$ cat src/sv/sspc_pkg.sv
// Shared widths, reset values, register indexes and types for the servo scan
// position controller. Used by sspc_div and servo_scan_position_controller.
`timescale 1ns / 1ps

package sspc_pkg;

    // Field widths
    localparam int JOY_W      = 12;
    localparam int ECHO_W     = 16;
    localparam int PULSE_W    = 15;
    localparam int DIST_W     = 10;
    localparam int SSTEP_W    = 10;
    localparam int JSTEP_W    = 13;
    localparam int IN_DATA_W  = 32;
    localparam int OUT_DATA_W = 48;

    // Configuration port
    localparam int CFG_ADDR_W = 3;
    localparam int CFG_DATA_W = 15;

    localparam logic [CFG_ADDR_W-1:0] REG_BOUND_LO      = 3'd0;
    localparam logic [CFG_ADDR_W-1:0] REG_BOUND_HI      = 3'd1;
    localparam logic [CFG_ADDR_W-1:0] REG_SWEEP_STEP    = 3'd2;
    localparam logic [CFG_ADDR_W-1:0] REG_DEADZONE_LOW  = 3'd3;
    localparam logic [CFG_ADDR_W-1:0] REG_DEADZONE_HIGH = 3'd4;
    localparam logic [CFG_ADDR_W-1:0] REG_DIVISOR_LOW   = 3'd5;
    localparam logic [CFG_ADDR_W-1:0] REG_DIVISOR_HIGH  = 3'd6;

    // Reset values
    localparam logic [PULSE_W-1:0] RST_BOUND_LO      = 15'd500;
    localparam logic [PULSE_W-1:0] RST_BOUND_HI      = 15'd2500;
    localparam logic [SSTEP_W-1:0] RST_SWEEP_STEP    = 10'd2;
    localparam logic [JOY_W-1:0]   RST_DEADZONE_LOW  = 12'd2900;
    localparam logic [JOY_W-1:0]   RST_DEADZONE_HIGH = 12'd3400;
    localparam logic [JOY_W-1:0]   RST_DIVISOR_LOW   = 12'd150;
    localparam logic [JOY_W-1:0]   RST_DIVISOR_HIGH  = 12'd37;
    localparam logic [PULSE_W-1:0] RST_POSITION      = 15'd1500;

    // Speed of sound: distance = echo * 343 / 20000
    localparam logic [8:0]         SOUND_NUM  = 9'd343;
    localparam int                 PROD_W     = ECHO_W + 9;
    localparam logic [ECHO_W-1:0]  ECHO_LIMIT = 16'd30000;

    // Shared divider: 24-bit dividend, 15-bit divisor, 12 quotient bits
    localparam int DIVD_W = 24;
    localparam int DIVS_W = 15;
    localparam int QUO_W  = 12;
    localparam logic [DIVS_W-1:0] SOUND_DEN = 15'd20000;

    typedef struct packed {
        logic              start;
        logic [DIVD_W-1:0] dividend;
        logic [DIVS_W-1:0] divisor;
    } sspc_div_req_t;

    typedef struct packed {
        logic             done;
        logic [QUO_W-1:0] quotient;
    } sspc_div_rsp_t;

endpackage

$ cat src/sv/sspc_div.sv
// Restoring divider, one quotient bit per cycle.
// Depends on sspc_pkg for widths and the request and response types.
`timescale 1ns / 1ps

module sspc_div
    import sspc_pkg::*;
(
    input  logic          clk,
    input  logic          rst_n,
    input  sspc_div_req_t req,
    output sspc_div_rsp_t rsp
);

    localparam int CNT_W = $clog2(QUO_W + 1);
    localparam logic [CNT_W-1:0] LAST_CNT = CNT_W'(QUO_W - 1);

    // The quotient must fit in QUO_W bits, so the upper dividend bits seed the
    // remainder and the lower ones are shifted through the quotient register.
    logic [DIVS_W-1:0] rem_reg, rem_next;
    logic [QUO_W-1:0]  quo_reg, quo_next;
    logic [DIVS_W-1:0] dvs_reg, dvs_next;
    logic [CNT_W-1:0]  cnt_reg, cnt_next;
    logic              busy_reg, busy_next;
    logic              done_reg, done_next;

    logic [DIVS_W:0] trial;
    logic [DIVS_W:0] diff;
    logic            fits;

    assign trial = {rem_reg, quo_reg[QUO_W-1]};
    assign diff  = trial - {1'b0, dvs_reg};
    assign fits  = (trial >= {1'b0, dvs_reg});

    always_comb
    begin
        rem_next  = rem_reg;
        quo_next  = quo_reg;
        dvs_next  = dvs_reg;
        cnt_next  = cnt_reg;
        busy_next = busy_reg;
        done_next = 1'b0;
        if (req.start)
        begin
            rem_next  = DIVS_W'(req.dividend[DIVD_W-1:QUO_W]);
            quo_next  = req.dividend[QUO_W-1:0];
            dvs_next  = req.divisor;
            cnt_next  = '0;
            busy_next = 1'b1;
        end
        else if (busy_reg)
        begin
            rem_next = fits ? diff[DIVS_W-1:0] : trial[DIVS_W-1:0];
            quo_next = {quo_reg[QUO_W-2:0], fits};
            cnt_next = cnt_reg + 1'b1;
            if (cnt_reg == LAST_CNT)
            begin
                busy_next = 1'b0;
                done_next = 1'b1;
            end
        end
    end

    always_ff @(posedge clk or negedge rst_n)
    begin
        if (!rst_n)
        begin
            busy_reg <= 1'b0;
            done_reg <= 1'b0;
            cnt_reg  <= '0;
        end
        else
        begin
            busy_reg <= busy_next;
            done_reg <= done_next;
            cnt_reg  <= cnt_next;
        end
    end

    always_ff @(posedge clk)
    begin
        rem_reg <= rem_next;
        quo_reg <= quo_next;
        dvs_reg <= dvs_next;
    end

    assign rsp.done     = done_reg;
    assign rsp.quotient = quo_reg;

endmodule

$ cat src/sv/servo_scan_position_controller.sv
// Top level of the servo scan position controller: configuration registers,
// step sequencer, servo position state and output register.
// Depends on sspc_pkg and instantiates the shared divider sspc_div.
`timescale 1ns / 1ps

// Usage
// Each slave-side transaction is one scan step: a joystick sample, an echo
// time and two toggle events. Each step yields exactly one master-side
// transaction with the reported pulse width, the distance in centimetres,
// the echo time passed through, a range error flag and the current route and
// mode. The toggles are applied first; in auto mode the position reported is
// the one before the sweep move, in manual mode the one after the joystick move.
// One step is handled at a time. The shared divider produces one quotient
// bit per cycle and is used once for the distance and, in manual mode
// outside the deadzone, once more for the joystick step. m_axis_tvalid and
// s_axis_tready rise at the same edge, when the result enters the output
// register, so a new step is taken only once the current one is finished.
// Reset returns the position to centre, sweeping up, auto mode and the wired
// route, and loads the default register values. When the receiver stalls the
// finished result waits in the output register, and a following step is
// carried through the sequencer but holds until the register is free.
// Configuration registers should be written only while no step is in flight.

module servo_scan_position_controller
    import sspc_pkg::*;
(
    input  logic                  clk,
    input  logic                  rst_n,

    input  logic                  s_axis_tvalid,
    output logic                  s_axis_tready,
    // [11:0] joystick, [27:12] echo_ticks, [28] toggle_route,
    // [29] toggle_motion, [31:30] zero
    input  logic [IN_DATA_W-1:0]  s_axis_tdata,

    output logic                  m_axis_tvalid,
    input  logic                  m_axis_tready,
    // [14:0] servo width, [24:15] distance_cm, [40:25] echo_out,
    // [41] range_error, [42] route_wireless, [43] manual_active, [47:44] zero
    output logic [OUT_DATA_W-1:0] m_axis_tdata,

    input  logic                  cfg_we,
    input  logic [CFG_ADDR_W-1:0] cfg_addr,
    input  logic [CFG_DATA_W-1:0] cfg_data
);

    // Sequencer states
    localparam logic [2:0] ST_IDLE      = 3'd0;
    localparam logic [2:0] ST_MUL       = 3'd1;
    localparam logic [2:0] ST_DIST      = 3'd2;
    localparam logic [2:0] ST_DIST_WAIT = 3'd3;
    localparam logic [2:0] ST_JOY       = 3'd4;
    localparam logic [2:0] ST_JOY_WAIT  = 3'd5;
    localparam logic [2:0] ST_MOVE      = 3'd6;
    localparam logic [2:0] ST_HOLD      = 3'd7;

    // Configuration registers
    logic [PULSE_W-1:0] bound_lo_reg;
    logic [PULSE_W-1:0] bound_hi_reg;
    logic [SSTEP_W-1:0] sweep_step_reg;
    logic [JOY_W-1:0]   dz_low_reg;
    logic [JOY_W-1:0]   dz_high_reg;
    logic [JOY_W-1:0]   div_low_reg;
    logic [JOY_W-1:0]   div_high_reg;

    always_ff @(posedge clk or negedge rst_n)
    begin
        if (!rst_n)
        begin
            bound_lo_reg   <= RST_BOUND_LO;
            bound_hi_reg   <= RST_BOUND_HI;
            sweep_step_reg <= RST_SWEEP_STEP;
            dz_low_reg     <= RST_DEADZONE_LOW;
            dz_high_reg    <= RST_DEADZONE_HIGH;
            div_low_reg    <= RST_DIVISOR_LOW;
            div_high_reg   <= RST_DIVISOR_HIGH;
        end
        else if (cfg_we)
        begin
            case (cfg_addr)
                REG_BOUND_LO:      bound_lo_reg   <= cfg_data;
                REG_BOUND_HI:      bound_hi_reg   <= cfg_data;
                REG_SWEEP_STEP:    sweep_step_reg <= cfg_data[SSTEP_W-1:0];
                REG_DEADZONE_LOW:  dz_low_reg     <= cfg_data[JOY_W-1:0];
                REG_DEADZONE_HIGH: dz_high_reg    <= cfg_data[JOY_W-1:0];
                REG_DIVISOR_LOW:   div_low_reg    <= cfg_data[JOY_W-1:0];
                REG_DIVISOR_HIGH:  div_high_reg   <= cfg_data[JOY_W-1:0];
                default:           ;
            endcase
        end
    end

    // Control and servo state
    logic [2:0]          state_reg, state_next;
    logic [PULSE_W-1:0]  position_reg, position_next;
    logic                sweep_down_reg, sweep_down_next;
    logic                manual_reg, manual_next;
    logic                wireless_reg, wireless_next;
    logic                m_valid_reg, m_valid_next;

    // Step payload, held while the sequencer works on it
    logic [JOY_W-1:0]      joy_reg, joy_next;
    logic [ECHO_W-1:0]     echo_reg, echo_next;
    logic [DIVD_W-1:0]     prod_reg, prod_next;
    logic [DIST_W-1:0]     dist_reg, dist_next;
    logic [JSTEP_W-1:0]    jstep_reg, jstep_next;
    logic [PULSE_W-1:0]    report_reg, report_next;
    logic [OUT_DATA_W-1:0] m_data_reg, m_data_next;

    sspc_div_req_t div_req;
    sspc_div_rsp_t div_rsp;

    sspc_div u_div (
        .clk   (clk),
        .rst_n (rst_n),
        .req   (div_req),
        .rsp   (div_rsp)
    );

    logic               in_accept;
    logic               out_free;
    logic               joy_below;
    logic               joy_above;
    logic [JOY_W-1:0]   joy_offset;
    logic [JOY_W-1:0]   joy_divisor;
    logic [PROD_W-1:0]  product;
    logic               range_err;
    logic [DIST_W-1:0]  dist_out;

    // Wide intermediate values of the position update
    logic [PULSE_W:0]   min_plus_j;
    logic [PULSE_W:0]   pos_plus_j;
    logic [PULSE_W:0]   pos_plus_s;
    logic [PULSE_W:0]   min_plus_s;

    assign in_accept = s_axis_tvalid && s_axis_tready;
    assign out_free  = !m_valid_reg || m_axis_tready;

    // The downward deflection test takes priority when the deadzone is crossed.
    assign joy_below  = (joy_reg < dz_low_reg);
    assign joy_above  = !joy_below && (joy_reg > dz_high_reg);
    assign joy_offset = joy_below ? (dz_low_reg - joy_reg) : (joy_reg - dz_high_reg);

    // A divisor register of zero behaves as one.
    always_comb
    begin
        joy_divisor = joy_below ? div_low_reg : div_high_reg;
        if (joy_divisor == '0)
        begin
            joy_divisor = JOY_W'(1);
        end
    end

    assign product = echo_reg * SOUND_NUM;

    assign range_err = (echo_reg == '0) || (echo_reg > ECHO_LIMIT);
    assign dist_out  = range_err ? '0 : dist_reg;

    assign min_plus_j = {1'b0, bound_lo_reg} + {3'b000, jstep_reg};
    assign pos_plus_j = {1'b0, position_reg} + {3'b000, jstep_reg};
    assign pos_plus_s = {1'b0, position_reg} + {6'b000000, sweep_step_reg};
    assign min_plus_s = {1'b0, bound_lo_reg} + {6'b000000, sweep_step_reg};

    always_comb
    begin
        state_next      = state_reg;
        position_next   = position_reg;
        sweep_down_next = sweep_down_reg;
        manual_next     = manual_reg;
        wireless_next   = wireless_reg;
        m_valid_next    = m_valid_reg;
        joy_next        = joy_reg;
        echo_next       = echo_reg;
        prod_next       = prod_reg;
        dist_next       = dist_reg;
        jstep_next      = jstep_reg;
        report_next     = report_reg;
        m_data_next     = m_data_reg;

        div_req.start    = 1'b0;
        div_req.dividend = prod_reg;
        div_req.divisor  = SOUND_DEN;

        if (m_valid_reg && m_axis_tready)
        begin
            m_valid_next = 1'b0;
        end

        case (state_reg)
            ST_IDLE:
            begin
                if (in_accept)
                begin
                    // Toggles take effect before anything else in the step.
                    joy_next      = s_axis_tdata[11:0];
                    echo_next     = s_axis_tdata[27:12];
                    wireless_next = wireless_reg ^ s_axis_tdata[28];
                    manual_next   = manual_reg ^ s_axis_tdata[29];
                    state_next    = ST_MUL;
                end
            end

            ST_MUL:
            begin
                // A large echo beyond the limit can overflow here; its distance is
                // discarded by the range check anyway.
                prod_next  = product[DIVD_W-1:0];
                state_next = ST_DIST;
            end

            ST_DIST:
            begin
                div_req.start = 1'b1;
                state_next    = ST_DIST_WAIT;
            end

            ST_DIST_WAIT:
            begin
                if (div_rsp.done)
                begin
                    dist_next = div_rsp.quotient[DIST_W-1:0];
                    if (manual_reg && (joy_below || joy_above))
                    begin
                        state_next = ST_JOY;
                    end
                    else
                    begin
                        jstep_next = '0;
                        state_next = ST_MOVE;
                    end
                end
            end

            ST_JOY:
            begin
                div_req.start    = 1'b1;
                div_req.dividend = {{(DIVD_W-JOY_W){1'b0}}, joy_offset};
                div_req.divisor  = {{(DIVS_W-JOY_W){1'b0}}, joy_divisor};
                state_next       = ST_JOY_WAIT;
            end

            ST_JOY_WAIT:
            begin
                if (div_rsp.done)
                begin
                    jstep_next = {1'b0, div_rsp.quotient} + JSTEP_W'(1);
                    state_next = ST_MOVE;
                end
            end

            ST_MOVE:
            begin
                if (manual_reg)
                begin
                    if (joy_below)
                    begin
                        if (position_reg > bound_lo_reg)
                        begin
                            if ({1'b0, position_reg} > min_plus_j)
                            begin
                                position_next = position_reg - {2'b00, jstep_reg};
                            end
                            else
                            begin
                                position_next = bound_lo_reg;
                            end
                        end
                    end
                    else if (joy_above)
                    begin
                        if (position_reg < bound_hi_reg)
                        begin
                            if (pos_plus_j < {1'b0, bound_hi_reg})
                            begin
                                position_next = pos_plus_j[PULSE_W-1:0];
                            end
                            else
                            begin
                                position_next = bound_hi_reg;
                            end
                        end
                    end
                    report_next = position_next;
                end
                else
                begin
                    // Auto sweep reports the position before moving, and turns
                    // at a bound without passing it.
                    report_next = position_reg;
                    if (!sweep_down_reg)
                    begin
                        if (pos_plus_s >= {1'b0, bound_hi_reg})
                        begin
                            position_next   = bound_hi_reg;
                            sweep_down_next = 1'b1;
                        end
                        else
                        begin
                            position_next = pos_plus_s[PULSE_W-1:0];
                        end
                    end
                    else
                    begin
                        if ({1'b0, position_reg} <= min_plus_s)
                        begin
                            position_next   = bound_lo_reg;
                            sweep_down_next = 1'b0;
                        end
                        else
                        begin
                            position_next = position_reg - {5'b00000, sweep_step_reg};
                        end
                    end
                end
                state_next = ST_HOLD;
            end

            ST_HOLD:
            begin
                if (out_free)
                begin
                    m_data_next  = {4'b0000, manual_reg, wireless_reg, range_err,
                                    echo_reg, dist_out, report_reg};
                    m_valid_next = 1'b1;
                    state_next   = ST_IDLE;
                end
            end

            default:
            begin
                state_next = ST_IDLE;
            end
        endcase
    end

    always_ff @(posedge clk or negedge rst_n)
    begin
        if (!rst_n)
        begin
            state_reg      <= ST_IDLE;
            position_reg   <= RST_POSITION;
            sweep_down_reg <= 1'b0;
            manual_reg     <= 1'b0;
            wireless_reg   <= 1'b0;
            m_valid_reg    <= 1'b0;
        end
        else
        begin
            state_reg      <= state_next;
            position_reg   <= position_next;
            sweep_down_reg <= sweep_down_next;
            manual_reg     <= manual_next;
            wireless_reg   <= wireless_next;
            m_valid_reg    <= m_valid_next;
        end
    end

    always_ff @(posedge clk)
    begin
        joy_reg    <= joy_next;
        echo_reg   <= echo_next;
        prod_reg   <= prod_next;
        dist_reg   <= dist_next;
        jstep_reg  <= jstep_next;
        report_reg <= report_next;
        m_data_reg <= m_data_next;
    end

    assign s_axis_tready = (state_reg == ST_IDLE);
    assign m_axis_tvalid = m_valid_reg;
    assign m_axis_tdata  = m_data_reg;

endmodule

$ cat config.mk
export PLATFORM = sky130hd
export DESIGN_NAME = servo_scan_position_controller
export DESIGN_NICKNAME = d
export VERILOG_FILES = /design/src/sv/sspc_pkg.sv /design/src/sv/sspc_div.sv /design/src/sv/servo_scan_position_controller.sv
export SDC_FILE = /design/constraint.sdc
export NUM_CORES = 1
export LEC_CHECK = 0
export BUFFER_PORTS_ARGS = -buffer_cell sky130_fd_sc_hd__buf_2
export CORE_UTILIZATION = 45
export CTS_CLUSTER_SIZE = 24
export DETAILED_ROUTE_END_ITERATION = 8
export GPL_ROUTABILITY_DRIVEN = 0
export PLACE_DENSITY = 0.62
export SYNTH_ARGS = -nofsm -noshare
export SYNTH_HDL_FRONTEND = slang
export SYNTH_HIERARCHICAL = 1
export SYNTH_SLANG_ARGS = --single-unit
$ cat constraint.sdc
create_clock -name clk -period 4.17 [get_ports clk]
set_input_delay 0.6255 -clock clk [delete_from_list [all_inputs] [get_ports clk]]
set_output_delay 0.6255 -clock clk [all_outputs]
set_load 0.01 [all_outputs]
# [Word level (Yosys, flattened, before mapping)]
# Index checks and enable logic that the tools add are counted.
[totals] regBits=292 latch_bits=0 ram_bits=0 romBits=0 input_bits=55 out_inout_bits=50 elab_cells=150 mem_count=0
[classes] add_sub_neg=11 mul=1 n_div=0 magnitude_cmp=10 n_eq_ne=19 shift=0 n_mux=45 bitwise_logic=4 n_reduce_logical=30
[ops] op="$mux W15" n=12
[ops] op="$mux W12" n=7
[ops] op="$mux W13" n=3
[ops] op="$mux W39" n=1
[ops] op="$add A15 B10 Y16" n=2
[ops] op="$add A15 B13 Y16" n=2
[ops] op="$ge A16 B15 Y1" n=2
[ops] op="$pmux W13 S2" n=1
[ops] op="$mul A16 B9 Y24 const B" n=1
[ops] op="$pmux W3 S8" n=1
[ops] op="$sub A12 B12 Y12" n=2
[ops] op="$reduce_and A2 Y1" n=11
[ops] op="$eq A3 B3 Y1 const B" n=7
[ops] op="$gt A15 B16 Y1" n=1
[ops] op="$gt A16 B15 Y1 const B" n=1
[ops] op="$le A15 B16 Y1" n=1
[ops] op="$logic_not A16 Y1" n=1
[ops] op="$lt A16 B15 Y1" n=1
[ops] op="$gt A15 B15 Y1" n=1
[ops] op="$lt A15 B15 Y1" n=1
[ops] op="$sub A15 B10 Y15" n=1
[ops] op="$sub A15 B13 Y15" n=1
[ops] op="$sub A15 B15 Y15" n=1
[ops] op="$add A12 B1 Y13 const B" n=1
[ops] op="other kinds (22)" n=57

# [Depth between registers and ports, before layout]
[logic_depth] ltp_word=8 depth_mapped=22 ltp_nobuf=21

# [By module]
# The synthesis kept the hierarchy.
[by_module_without_submodules] mod="servo_scan_position_controller" instances=1 cells_each=2119 area_each_um2=20270.7 seq_area_each_um2=6822.8
[by_module_without_submodules] mod="sspc_div" instances=1 cells_each=256 area_each_um2=2834.0 seq_area_each_um2=1381.3

# [Least setup slack after synthesis]
# OpenSTA, ideal clock, no wires.
[synth_path] path_type="register -> register" from="register sweep_step_reg[1]" to="register position_reg[5]" setup_time_ns=0.139 arrival_ns=4.287 required_ns=4.031 slack_ns=-0.256 stages_incl_launch_ff=19 n_path_buf=1 synth_period_minus_slack_ns=4.426 path_cell_list="dfstp_2 -> inv_1 -> ha_1 -> nor2b_1 -> o311a_1 -> o2111a_1 -> o31ai_1 -> a21o_1 -> xnor2_1 -> ha_1 -> a2111oi_1 -> nand3_1 -> a2111oi_0 -> or3_1 -> and3_1 -> buf_4 -> mux2_2 -> a21oi_1 -> a22oi_1"
[synth_via] elab_chain_len=5 word_cells_on_any_way=9 classes_between="add/sub (3); order compare (2); mux (4)"
[synth_lines] element="start, declared" line_no="servo_scan_position_controller.sv:60" rtl="logic [SSTEP_W-1:0] sweep_step_reg;"
[synth_lines] element="start signal, assigned" line_no="servo_scan_position_controller.sv:83" rtl="REG_SWEEP_STEP: sweep_step_reg <= cfg_data[SSTEP_W-1:0];"
[synth_lines] element="$add A15 B10 Y16, on equally long branches" line_no="servo_scan_position_controller.sv:161, servo_scan_position_controller.sv:162"
[synth_lines] element="$ge A16 B15 Y1 / $le A15 B16 Y1 (equally long branches)" line_no="servo_scan_position_controller.sv:292, servo_scan_position_controller.sv:304"
[synth_lines] element="$mux W15, on equally long branches" line_no="servo_scan_position_controller.sv:292, servo_scan_position_controller.sv:304"
[synth_lines] element="$mux W15 (*)" line_no="servo_scan_position_controller.sv:290" rtl="if (!sweep_down_reg)"
[synth_lines] element="$mux W15 (*)" line_no="servo_scan_position_controller.sv:253" rtl="if (manual_reg)"
[synth_lines] element="end signal, assigned" line_no="servo_scan_position_controller.sv:350" rtl="position_reg <= position_next;"
[synth_lines] element="end, declared" line_no="servo_scan_position_controller.sv:95" rtl="logic [PULSE_W-1:0] position_reg, position_next;"
# Mark *: on every way between the ends. The rest lies on a longest branch, timed or not.
# A chain may end at the register's enable or synchronous reset.

# [Worst setup path after layout]
[layout_path] from="register bound_lo_reg[0]" to="register report_reg[3], data pin"
[layout_via] elab_chain_len=6 word_cells_on_any_way=7 classes_between="add/sub (1); order compare (2); mux (4)"
[layout_lines] element="start, declared" line_no="servo_scan_position_controller.sv:58" rtl="logic [PULSE_W-1:0] bound_lo_reg;"
[layout_lines] element="start signal, assigned" line_no="servo_scan_position_controller.sv:81" rtl="REG_BOUND_LO: bound_lo_reg <= cfg_data;"
[layout_lines] element="$add A15 B13 Y16" line_no="servo_scan_position_controller.sv:159" rtl="assign min_plus_j = {1'b0, bound_lo_reg} + {3'b000, jstep_reg};"
[layout_lines] element="$gt A15 B16 Y1" line_no="servo_scan_position_controller.sv:259" rtl="if ({1'b0, position_reg} > min_plus_j)"
[layout_lines] element="$mux W15" line_no="servo_scan_position_controller.sv:259"
[layout_lines] element="$mux W15 (*)" line_no="servo_scan_position_controller.sv:257" rtl="if (position_reg > bound_lo_reg)"
[layout_lines] element="$mux W15 (*)" line_no="servo_scan_position_controller.sv:255" rtl="if (joy_below)"
[layout_lines] element="$mux W15 (*)" line_no="servo_scan_position_controller.sv:253"
[layout_lines] element="end signal, assigned" line_no="servo_scan_position_controller.sv:365" rtl="report_reg <= report_next;"
[layout_lines] element="end, declared" line_no="servo_scan_position_controller.sv:107" rtl="logic [PULSE_W-1:0] report_reg, report_next;"
# Marks and branches as above.

==> flow_metrics.py <==
metrics = {
    "setup_path": {
        "worst-path-buf-inv": 3,
        "crit_top_cell": "a211o_1",
        "cpPeakStageDelay_ns": 0.50,
        "critPathTopFamily": "compound AO/OA/AOI/OAI gates",
        "arrival_ns": 4.79,
        "crit_start": "bound_lo_reg[0]",
        "r2r-start": "bound_lo_reg[0]",
        "reg2regPathDepth": 21,
        "crit_path_top_delay_cell": "dfrtp_2",
        "r2r_setup_slack_ns": -0.33,
        "critical_path.endpoint_type": "flip-flop",
        "cp_max_fo": 8,
        "cp-start-kind": "flip-flop",
        "required_ns": 4.46,
        "crit_type": "reg -> reg",
        "worstPathCellList": "ha_4 > fa_2 > a21o_1 > a21oi_2 > o21bai_1 > a211o_1 > nand3_4 > a31oi_4 > a21oi_2 > nor2_1 > xnor2_1 > ha_2 > a211o_1 > a211o_1 > a211o_1 > nand3_2 > buf_12 > buf_6 > buf_6 > o311ai_4 > a32o_2",
        "timing.rr.end": "report_reg[3]",
    },
    "timing": {
        "rsz0062_at_grt": "true",
        "setup_viol": 33,
        "timing.fmax_mhz": 222,
        "setup_ws_ns": -0.325,
        "skew_ns": 0.0306,
        "hold_viol_final": 0,
        "min_period_over_period_pct": 108,
        "holdWs_ns": 0.0882,
        "relSlewSlack_pct": 23.5,
        "report.final.slew_viol_count": 0,
        "period_needed_ns": 4.50,
        "tightest_slew_ns": 1.14,
        "setup-tns-final_ns": -6.62,
    },
    "routing": {
        "ant_nets": 0,
        "drc": 0,
        "avgRoutedWirePerCell_um": 19.8,
        "drt-total-wl_um": 68800,
        "via_per_inst": 5.61,
        "routed-via-count": 19400,
        "drt_iter0_markers": 1462,
        "drtPass1Iterations": 7,
    },
    "pwr": {
        "p_sw_w": 0.00902,
        "leakage_nw": 12.7,
        "power_frac_seq_pct": 22.2,
        "clkPwrFrac_pct": 14.2,
        "internal-power_w": 0.0119,
        "p_per_area_nw_per_um2": 724,
        "vdd_drop_max_mv": 0.376,
        "comb_power_share_pct": 63.6,
        "switching_share_pct": 43.1,
    },
    "logic_synthesis": {
        "async_flop_share_pct": 39.7,
        "ys_warn_count": 6,
        "synth_ff_type": "edfxtp_1",
        "synthCells": 2375,
        "syn_area_um2": 23100,
        "syn_area_per_cell_um2": 9.73,
        "yosysSeqAreaShare_pct": 35.5,
        "synth_edf_count": 173,
        "synth-seq-cells": 292,
        "ys_types": 96,
    },
    "finish": {
        "syn2layout_area_growth_pct": 24.9,
        "multi_input_area_um2": 14600,
        "nets": 3166,
        "diodes": 0,
        "final_core_util_pct": 57.3,
        "final_cell_mix": "buf_4 (302), ha_1 (251), inv_1 (247), nand2_1 (183), edfxtp_1 (173)",
        "largest_reg_flops": 44,
        "fillers": 4304,
        "instances_no_fill": 3467,
        "drive_gt1_share_pct": 27.8,
        "final_common_cell": "buf_4",
        "ff_latch_area_um2": 8210,
    },
    "placed_design": {
        "dp_slack_ns": -0.523,
        "dp_cells": 3347,
        "dp_hpwl_um": 53500,
        "port_buffers": 98,
    },
    "cts": {
        "clk_pin_slew_worst_paths_ns": 0.06,
        "cts_tree": "yes",
        "clk_path_buf_depth": 3,
        "insertion_delay_ns": 0.56,
        "cts_buffers": 35,
        "numClockSinks": 292,
        "htree_levels": 2,
        "clock-root-buffer": "clkbuf_16",
    },
    "floorplan": {
        "io_pins": 105,
        "rows": 82,
        "start_util_pct": 45.9,
        "core_area_um2": 50400,
        "die_h_um": 229,
        "die-area_um2": 52300,
        "dieWidth_um": 229,
    },
    "global_route": {
        "grt_pass1_vias": 19800,
        "grt_use_total_pct": 26.0,
        "antenna_found_initial": 1,
        "overflow": 0,
        "grt_pass1_wl_um": 107000,
        "grt_max_degree": 71,
    },
    "run_status": {
        "violations": "setup timing",
        "status": "complete, but fails checks",
    },
    "hold_path": {
        "hold_path.class": "in -> async",
    },
    "run": {
        "maxCapViolations": 0,
    },
}
synthesized netlist by cell type, drive strengths merged, types with 29 or more instances:
cell type	number	area share, %
xnor2	80	3.0
dfstp	37	4.2
xor2	37	1.4
buf	32	0.88
nand4	31	0.84
dfrtp	79	8.6
o211ai	30	0.97
nand2	187	3.0
nor2	143	2.3
a21o	29	0.94
nor3	50	1.1
and2	31	0.84
mux2i	35	1.5
nand3	58	1.3
a21oi	138	3.0
edfxtp	173	22
inv	260	4.2
clkbuf	45	0.73
o21ai	150	3.3
mux2	58	2.8
ha	281	15
fa	61	5.3
worst max path at each step:
stage                                 end  depth (start not counted)
after global routing        report_reg[7]                         22
after detailed placement    report_reg[7]                         22
after CTS                   report_reg[7]                         22
after global placement     report_reg[13]                         22
final                       report_reg[3]                         21
after floorplan           position_reg[5]                         18
per-layer routing:
layer  global-route usage, %  share of wire [%]  vias up
met5                       0                  0        -
met4                    14.7                6.0        0
met3                    3.04                3.9      182
met2                    46.4                 50      525
met1                    30.3                 40     9436
li1                        -                  -     9294
power by group through the flow:
| stage | Clock, W | Sequential [W] | Combinational, W |
|---|---|---|---|
| 2_1_floorplan | 0 | 0.00451 | 0.00748 |
| 3_3_place_gp | 0 | 0.00468 | 0.0110 |
| 3_5_place_dp | 0 | 0.00469 | 0.0113 |
| 4_1_cts | 0.00303 | 0.00463 | 0.0123 |
| 5_1_grt | 0.00313 | 0.00471 | 0.0144 |
| 6_report | 0.00297 | 0.00464 | 0.0133 |
metrics by stage:
step                      area, um^2  total power [W]
after floorplan                23200           0.0120
after detailed placement       26300           0.0160
final                          28900           0.0209
after CTS                      28200           0.0199
after global placement         26300           0.0157
after global routing           28900           0.0223
worst register-to-register path, stage by stage, from the launching register on:
cell	delay, ns
dfrtp_2	0.50
ha_4	0.20
fa_2	0.35
a21o_1	0.19
a21oi_2	0.15
o21bai_1	0.10
a211o_1	0.33
nand3_4	0.10
a31oi_4	0.09
a21oi_2	0.14
nor2_1	0.06
xnor2_1	0.14
ha_2	0.17
a211o_1	0.28
a211o_1	0.28
a211o_1	0.31
nand3_2	0.09
buf_12	0.14
buf_6	0.11
buf_6	0.11
o311ai_4	0.11
a32o_2	0.30
final cells by class:
type / count / area share (%)
Clock inverter: 10 / 0.334
Timing Repair Buffer: 428 / 10.8
Inverter: 260 / 3.40
Multi-Input combinational cell: 1752 / 50.6
Sequential cell: 292 / 28.4
Tap cell: 672 / 2.91
Clock buffer: 53 / 3.45
cells by family after synthesis:
logic type | Yosys count | share of synthesized area [%]
fa+ha+maj | 342 | 20.5
xor+xnor | 117 | 4.44
simple gates | 631 | 13.3
buf+inv | 337 | 5.83
other cells | 1 | 0.0162
mux | 93 | 4.34
flops | 292 | 35.5
compound gates | 562 | 16.0
timing repair:
action	in CTS	in global routing
setup endpoints to repair	37	40
cloned	1	0
pin swaps	63	63
gates resized for setup	117	100
buffers inserted	33	30
hold buffers	0	0
(Power assumes the default switching activity.)
